--- src/hw/rtl/aast_pkg.sv ---
// Shared types and constants for the aim angle slew tracker.
// Holds the CORDIC arctangent table and the controller/datapath command bundles.
// No dependencies.
package aast_pkg;

  // Binary angle width (32768 = pi).
  localparam int ANGLE_W    = 16;
  // Accumulated CORDIC angle width (2^32 = 2*pi).
  localparam int ZACC_W     = 32;
  // CORDIC vector component width: 16-bit input scaled by 2^16 plus gain headroom.
  localparam int XY_W       = 34;
  // Arctangent table length and the width of its index.
  localparam int ATAN_LEN   = 24;
  localparam int ATAN_IDX_W = 5;
  // Largest heading step, half a turn.
  localparam logic [ANGLE_W-1:0] STEP_MAX   = 16'h8000;
  // Half-unit bias for rounding the angle accumulator to 16 bits.
  localparam logic [ZACC_W-1:0]  ROUND_HALF = 32'h0000_8000;
  // Starting angle for a vector turned by pi.
  localparam logic [ZACC_W-1:0]  ANGLE_PI   = 32'h8000_0000;

  // Commands from the controller to the datapath.
  typedef struct packed {
    logic clear_wr;  // write zero at the clearing address
    logic load;      // capture an input transaction and start the table read
    logic iter;      // run one CORDIC micro-rotation
    logic tgt;       // round the target and saturate the step
    logic commit;    // write the new heading back and load the result register
  } cmd_t;

  // Status from the datapath to the controller.
  typedef struct packed {
    logic clear_last;  // clearing pass is at its final entry
    logic iter_last;   // current micro-rotation is the final one
  } status_t;

  // atan(2^-i) as a 32-bit binary angle.
  function automatic logic [ZACC_W-1:0] atan_entry(input logic [ATAN_IDX_W-1:0] idx);
    logic [ZACC_W-1:0] val;
    case (idx)
      5'd0:    val = 32'h2000_0000;
      5'd1:    val = 32'h12E4_051E;
      5'd2:    val = 32'h09FB_385B;
      5'd3:    val = 32'h0511_11D4;
      5'd4:    val = 32'h028B_0D43;
      5'd5:    val = 32'h0145_D7E1;
      5'd6:    val = 32'h00A2_F61E;
      5'd7:    val = 32'h0051_7C55;
      5'd8:    val = 32'h0028_BE53;
      5'd9:    val = 32'h0014_5F2F;
      5'd10:   val = 32'h000A_2F98;
      5'd11:   val = 32'h0005_17CC;
      5'd12:   val = 32'h0002_8BE6;
      5'd13:   val = 32'h0001_45F3;
      5'd14:   val = 32'h0000_A2FA;
      5'd15:   val = 32'h0000_517D;
      5'd16:   val = 32'h0000_28BE;
      5'd17:   val = 32'h0000_145F;
      5'd18:   val = 32'h0000_0A30;
      5'd19:   val = 32'h0000_0518;
      5'd20:   val = 32'h0000_028C;
      5'd21:   val = 32'h0000_0146;
      5'd22:   val = 32'h0000_00A3;
      5'd23:   val = 32'h0000_0051;
      default: val = '0;
    endcase
    return val;
  endfunction

endpackage

--- src/hw/rtl/aast_ctrl.sv ---
// Controller for the aim angle slew tracker: sequences clearing, CORDIC and commit.
// Depends on aast_pkg for the command and status bundles.
module aast_ctrl (
  input  logic              clk,
  input  logic              rst,
  input  logic              in_valid,
  output logic              in_ready,
  output logic              out_valid,
  input  logic              out_ready,
  input  aast_pkg::status_t status,
  output aast_pkg::cmd_t    cmd
);
  import aast_pkg::*;

  localparam logic [2:0] ST_CLEAR  = 3'd0;
  localparam logic [2:0] ST_IDLE   = 3'd1;
  localparam logic [2:0] ST_ITER   = 3'd2;
  localparam logic [2:0] ST_TGT    = 3'd3;
  localparam logic [2:0] ST_COMMIT = 3'd4;

  logic [2:0] state;
  logic [2:0] state_next;
  logic       out_valid_next;

  // Next state and command decode.
  always_comb begin
    state_next = state;
    cmd        = '0;
    unique case (state)
      ST_CLEAR: begin
        cmd.clear_wr = 1'b1;
        if (status.clear_last) begin
          state_next = ST_IDLE;
        end
      end
      ST_IDLE: begin
        if (in_valid) begin
          cmd.load   = 1'b1;
          state_next = ST_ITER;
        end
      end
      ST_ITER: begin
        cmd.iter = 1'b1;
        if (status.iter_last) begin
          state_next = ST_TGT;
        end
      end
      ST_TGT: begin
        cmd.tgt    = 1'b1;
        state_next = ST_COMMIT;
      end
      ST_COMMIT: begin
        // Wait until the result register is free or being emptied.
        if (!out_valid || out_ready) begin
          cmd.commit = 1'b1;
          state_next = ST_IDLE;
        end
      end
      default: begin
        state_next = ST_CLEAR;
      end
    endcase
  end

  assign in_ready       = (state == ST_IDLE);
  assign out_valid_next = cmd.commit | (out_valid & ~out_ready);

  // State and result-valid registers.
  always_ff @(posedge clk) begin
    if (rst) begin
      state     <= ST_CLEAR;
      out_valid <= 1'b0;
    end else begin
      state     <= state_next;
      out_valid <= out_valid_next;
    end
  end

endmodule

--- config.mk ---
export PLATFORM = sky130hd
export DESIGN_NAME = aast_ctrl
export DESIGN_NICKNAME = d
export VERILOG_FILES = /design/src/hw/rtl/aast_pkg.sv /design/src/hw/rtl/aast_ctrl.sv
export SDC_FILE = /design/constraint.sdc
export NUM_CORES = 1
export LEC_CHECK = 0
export ABC_CLOCK_PERIOD_IN_PS = 1050
export BUFFER_PORTS_ARGS = -buffer_cell sky130_fd_sc_hd__buf_4
export CAP_MARGIN = 20
export CORE_AREA = 2 2 39 41
export CTS_BUF_LIST = sky130_fd_sc_hd__clkbuf_8
export DETAILED_ROUTE_END_ITERATION = 8
export DIE_AREA = 0 0 41 43
export PLACE_DENSITY = 0.45
export SLEW_MARGIN = 20
export SYNTH_ARGS = -nofsm -noshare
export SYNTH_HDL_FRONTEND = slang
export SYNTH_SLANG_ARGS = --single-unit
export TNS_END_PERCENT = 10
--- constraint.sdc ---
create_clock -name clk -period 1.05 [get_ports clk]
set_input_delay 0.315 -clock clk [delete_from_list [all_inputs] [get_ports clk]]
set_output_delay 0.315 -clock clk [all_outputs]
set_load 0.01 [all_outputs]
==> impl_metrics.toml, run 1 <==
[status]
status = "complete, but fails checks"
violations = "negative setup slack"

[worst_setup_path]
ff2ff_path_depth = 3
r2r-end = "state[0]"
rrSetupSlack_ns = 0.03
r2r-start = "state[1]"
cp_max_fo = 6
critical_path_class = "flip-flop to output pin"
endpoint_kind = "output pin"
cp.required_ns = 0.73
worstSetupStartpointType = "flip-flop"
cp.arrival_ns = 1.02

[layout]
fillers = 145
fin_cells = 64
drive_gt1_share_pct = 60.4
nNetsFinal = 56
seq_area_um2 = 92.6
area_growth_pct = 97.3
antenna_cells = 0
multi_input_area_um2 = 149

[die]
io-pin-count = 13
die_x_um = 41
coreArea_mm2 = 0.00138
initial_utilization_pct = 16.7
fp.dieH_um = 43
dieArea_mm2 = 0.00176
fp-row-count = 14

[clocking]
clock_latency_ns = 0.22
cts_tree = "done"
ctsRootBufferMaster = "clkbuf_8"
path_clk_slew_ns = 0.03
htree_levels = 1
clock-sinks = 4
clockBufferDepth = 2
hold_buffers = 0
cts_buffers = 3

[global_routing]
gr-usage-all-layers_pct = 9.15
overflow = 0
grt_pass1_vias = 260
grt_max_degree = 9
grt_pass1_wl_um = 993
antenna_found_initial = 0

[worst_hold_path]
hold_path_depth = 2
holdPathEnd = "state[0]"
min_from = "rst"
hold_class = "input pin to flip-flop"

[synthesis]
synth_top_cell_by_area = "dfxtp_1"
ys_top_cells_by_count = "5 x nor2_1, 4 x dfxtp_1, 2 x a21oi_1, 2 x nand2_1, 2 x nand2b_1"
synthFlopType = "dfxtp_1"
async_flop_share_pct = 0
synth_cells = 28
avgSynthCellArea_um2 = 8.27
yosys_warnings = 0
yosysUniqueCellTypes = 18
ys_top_cells_by_area = "dfxtp_1 35%, nor2_1 8.1%, a221oi_2 6.5%, nand2b_1 5.4%, buf_6 4.9%"
synth-seq-cells = 4
yosysTopAreaCellShare_pct = 34.6
yosysSeqAreaShare_pct = 34.6
synth_area_um2 = 231
synthMostInstantiatedCell = "nor2_1"
synth_nets = 34
synth_edf_count = 0

[detailed_routing]
drt-total-wl_um = 597
dr_total_vias = 268
antenna_left = 0
routedWlPerCell_um = 9.33
first_pass_iters = 2
drt-initial-drc-count = 3
viasPerCell = 4.19
drcViolationCount = 0

[placed_design]
portBuffers = 12
gp_congestion = 0.688
dp_cells = 60
dp_hpwl_um = 427

[power_and_ir_drop]
p_total_mw = 0.611
max-vdd-ir-drop_v = 0.000519
power.density_mw_per_mm2 = 1340
power_leakage_nw = 0.210

[sta]
worst_hold_slack_ns = 0.282
skew_ns = 0.00167
setup_viol = 7
finalHoldViolCount = 0
worst_slew_pin_slew_ns = 0.172
fmax_mhz = 750
min_period_over_period_pct = 127
rsz0062_at_grt = "true"
slew_violations = 0
slew_headroom_pct = 88.5
fin_ws_ns = -0.284
period_minus_slack_ns = 1.33

[flow_run]
maxCapViolCount = 0
-- where the power goes --
part           leakage, nW  switching, mW  internal (mW)  total [mW]
Combinational        0.153         0.0423         0.0745       0.117
Sequential          0.0353         0.0137          0.158       0.171
Clock               0.0216         0.0786          0.244       0.323
-- layout make-up --
cell class,count,area share (%)
Clock buffer,3,9.04
Multi-Input combinational cell,22,32.6
Sequential cell,4,20.3
Tap cell,16,4.38
Timing Repair Buffer,19,33.7
-- worst max-delay path, cell delays in order (launching register included) --
cell	delay (ns)
dfxtp_4	0.36
nor3b_4	0.20
and2_4	0.16
buf_6	0.09
-- metrics by stage --
step                      utilization (%)  setup TNS, ns  area, um^2  setup WS [ns]
final                                33.0          -1.38         457         -0.284
after CTS                            32.2          -1.49         445         -0.293
after global routing                 33.0          -1.76         457         -0.352
after detailed placement             27.8         -0.830         384         -0.192
after global placement               27.8         -0.917         384         -0.187
after floorplan                         -         -0.166         251         -0.103
-- registers in the layout, summed over array words and instances, names as in the netlist --
name       count
out_valid      1
state          3
-- how the worst max path moves through the flow --
stage | from | to | slack (ns) | cells past startpoint
after global placement | state[0] | cmd[3] | -0.19 | 3
after CTS | state[0] | cmd[3] | -0.29 | 3
after detailed placement | state[0] | cmd[3] | -0.19 | 3
after floorplan | state[2] | cmd[3] | -0.10 | 3
final | state[2] | cmd[3] | -0.28 | 3
after global routing | state[0] | cmd[3] | -0.35 | 3
-- layout by cell type, fill, tap and decap left out --
cell type	Yosys	final
nand2_1	2	2
nand2b_1	2	2
a211oi_1	1	1
buf_4	0	16
or2_1	1	1
clkbuf_8	0	3
nor2b_1	1	1
nor3b_4	0	1
and3b_1	1	1
nor3_1	1	1
buf_6	1	3
dfxtp_4	0	3
and2_4	0	1
a21oi_1	2	2
nand3b_1	1	1
a31oi_1	1	1
mux2i_1	1	1
dfxtp_2	0	1
nor2_1	5	5
a221oi_2	1	1
-- logic make-up after synthesis --
logic type / count (synthesis) / synth area share (%)
simple gates: 16 / 37.3
compound gates: 5 / 16.8
flops: 4 / 34.6
buf+inv: 2 / 7.02
mux: 1 / 4.32
-- per-layer routing --
layer	GRT usage [%]	wire length (um)	share of wire [%]
met1	10.3	252	42
met2	10.9	236	40
met3	4.71	77	13
met4	10.0	30	5.0
met5	0	0	0
-- repair_timing --
action                     in CTS  in global routing
resized for setup               6                  4
buffers inserted                1                  0
setup endpoints to repair       9                  8
pin swaps                       1                  0
No activity file was read; power rests on OpenSTA's default activity.
==> inputs of run 2 (changes only) <==
--- a/config.mk
+++ b/config.mk
@@ -13,6 +13,7 @@
 export DETAILED_ROUTE_END_ITERATION = 8
 export DIE_AREA = 0 0 41 43
 export PLACE_DENSITY = 0.45
+export RECOVER_POWER = 100
 export SLEW_MARGIN = 20
 export SYNTH_ARGS = -nofsm -noshare
 export SYNTH_HDL_FRONTEND = slang
==> run 2 against run 1 <==
Effect of this change: the run still ends with negative setup slack left; sequential share of layout area did not move; flip-flop and latch count did not move; die area did not move; design area did not move; clock power barely moved; combinational power barely moved; worst setup slack barely moved; final cell count did not move; wire length did not move; non-clock buffer count did not move; global-route usage did not move; count of clock-buffer cells in the layout did not move.
==> impl_metrics.toml, run 2 (synthesis gave the netlist of run 1 again) <==
[status]
status = "complete, but fails checks"
violations = "negative setup slack"

[clocking]
hold_buffers = 0
clock_latency_ns = 0.22
ctsRootBufferMaster = "clkbuf_8"
htree_levels = 1
cts_buffers = 3
path_clk_slew_ns = 0.03
clockBufferDepth = 2
clock-sinks = 4
cts_tree = "done"

[sta]
finalHoldViolCount = 0
fmax_mhz = 750
skew_ns = 0.00167
slew_violations = 0
fin_ws_ns = -0.283
setup_viol = 7
min_period_over_period_pct = 127
period_minus_slack_ns = 1.33
rsz0062_at_grt = "true"
worst_slew_pin_slew_ns = 0.172
fin_setup_tns_ns = -1.37
slew_headroom_pct = 88.5

[die]
fp-row-count = 14
die_x_um = 41
dieArea_mm2 = 0.00176
coreArea_mm2 = 0.00138
fp.dieH_um = 43
initial_utilization_pct = 16.7
io-pin-count = 13

[power_and_ir_drop]
power.density_mw_per_mm2 = 1340
power_leakage_nw = 0.210
p_total_mw = 0.610
max-vdd-ir-drop_v = 0.000519

[placed_design]
gp_congestion = 0.688
dp_hpwl_um = 427
dp_slack_ns = -0.192
placed_area_um2 = 384
portBuffers = 12

[global_routing]
antenna_found_initial = 0
grt_max_degree = 9
grt_pass1_vias = 260
overflow = 0
grt_pass1_wl_um = 993
gr-usage-all-layers_pct = 9.15

[flow_run]
maxCapViolCount = 0

[worst_setup_path]
cp.arrival_ns = 1.02
cpPeakStageDelay_ns = 0.36
endpoint_kind = "output pin"
cp_max_fo = 6
cp.required_ns = 0.73
crit_slowest_cell = "dfxtp_4"
critical_path.cell_chain = "nor3b_4 -> and2_4 -> buf_6"
worstSetupStartpointType = "flip-flop"
critical_path_class = "flip-flop to output pin"

[detailed_routing]
first_pass_iters = 2
antenna_left = 0
routedWlPerCell_um = 9.33
drcViolationCount = 0
drt-initial-drc-count = 3
drt-total-wl_um = 597
viasPerCell = 4.19
dr_total_vias = 268

[layout]
nNetsFinal = 56
antenna_cells = 0
largest_reg_flops = 3
reg_top3 = "state (3), out_valid (1)"
final_area_um2 = 457
fillers = 145
top_register = "state"
area_growth_pct = 97.3
final_cell_mix = "15 x buf_4, 5 x nor2_1, 3 x clkbuf_8, 3 x buf_6, 3 x dfxtp_4"
final_common_cell = "buf_4"
drive_gt1_share_pct = 60.4

[worst_hold_path]
hold_class = "input pin to flip-flop"
## run 2: cell count changes in the layout (fill, tap and decap cells not counted), sizes merged
cell	delta
buf	-1
clkbuf	+1
## run 2: per-layer routing
layer,up-vias,global-route usage [%],part of all wire (%)
li1,138,-,-
met1,112,10.3,42
met2,14,10.9,40
met3,4,4.71,13
met4,0,10.0,5.0
met5,-,0,0
## run 2: worst max-delay path: cells and delay by family (launching register included)
family	cells	cell delay [ns]
AND/OR/NAND/NOR	2	0.36
flip-flops	1	0.36
buffers and inverters	1	0.09
## run 2: final timing paths
| path | from | slack [ns] | cells past startpoint | to |
|---|---|---|---|---|
| worst max register to register | state[1] | 0.03 | 3 | state[0] |
| worst min register to register | state[2] | 0.54 | 2 | out_valid |
| worst min-delay path | rst | 0.28 | 2 | state[0] |
| worst max-delay path | state[2] | -0.28 | 3 | cmd[3] |
## run 2: final cells by class
cell class	instances	area [um^2]	share of cell area, %
clock buffers	3	41.3	9.04
well taps	16	20.0	4.38
multi-input cells	22	149	32.6
flip-flops and latches	4	92.6	20.3
repair buffers	19	154	33.7
## run 2: stage by stage
step	std cells	hold WS (ns)	utilization (%)
2_1_floorplan	28	0.381	-
6_report	64	0.282	33.0
3_5_place_dp	60	0.512	27.8
3_3_place_gp	60	0.512	27.8
5_1_grt	64	0.283	33.0
4_1_cts	64	0.278	32.2
## run 2: power breakdown
part / switching, mW / internal (mW) / total, mW
clock network: 0.0786 / 0.244 / 0.323
registers: 0.0137 / 0.158 / 0.171
logic: 0.0422 / 0.0740 / 0.116
total: 0.134 / 0.476 / 0.610
## run 2: repair_timing
action,in CTS,in global routing
pin swaps,1,0
endpoints found under the setup margin,9,8
resized for setup,6,4
setup buffers,1,0
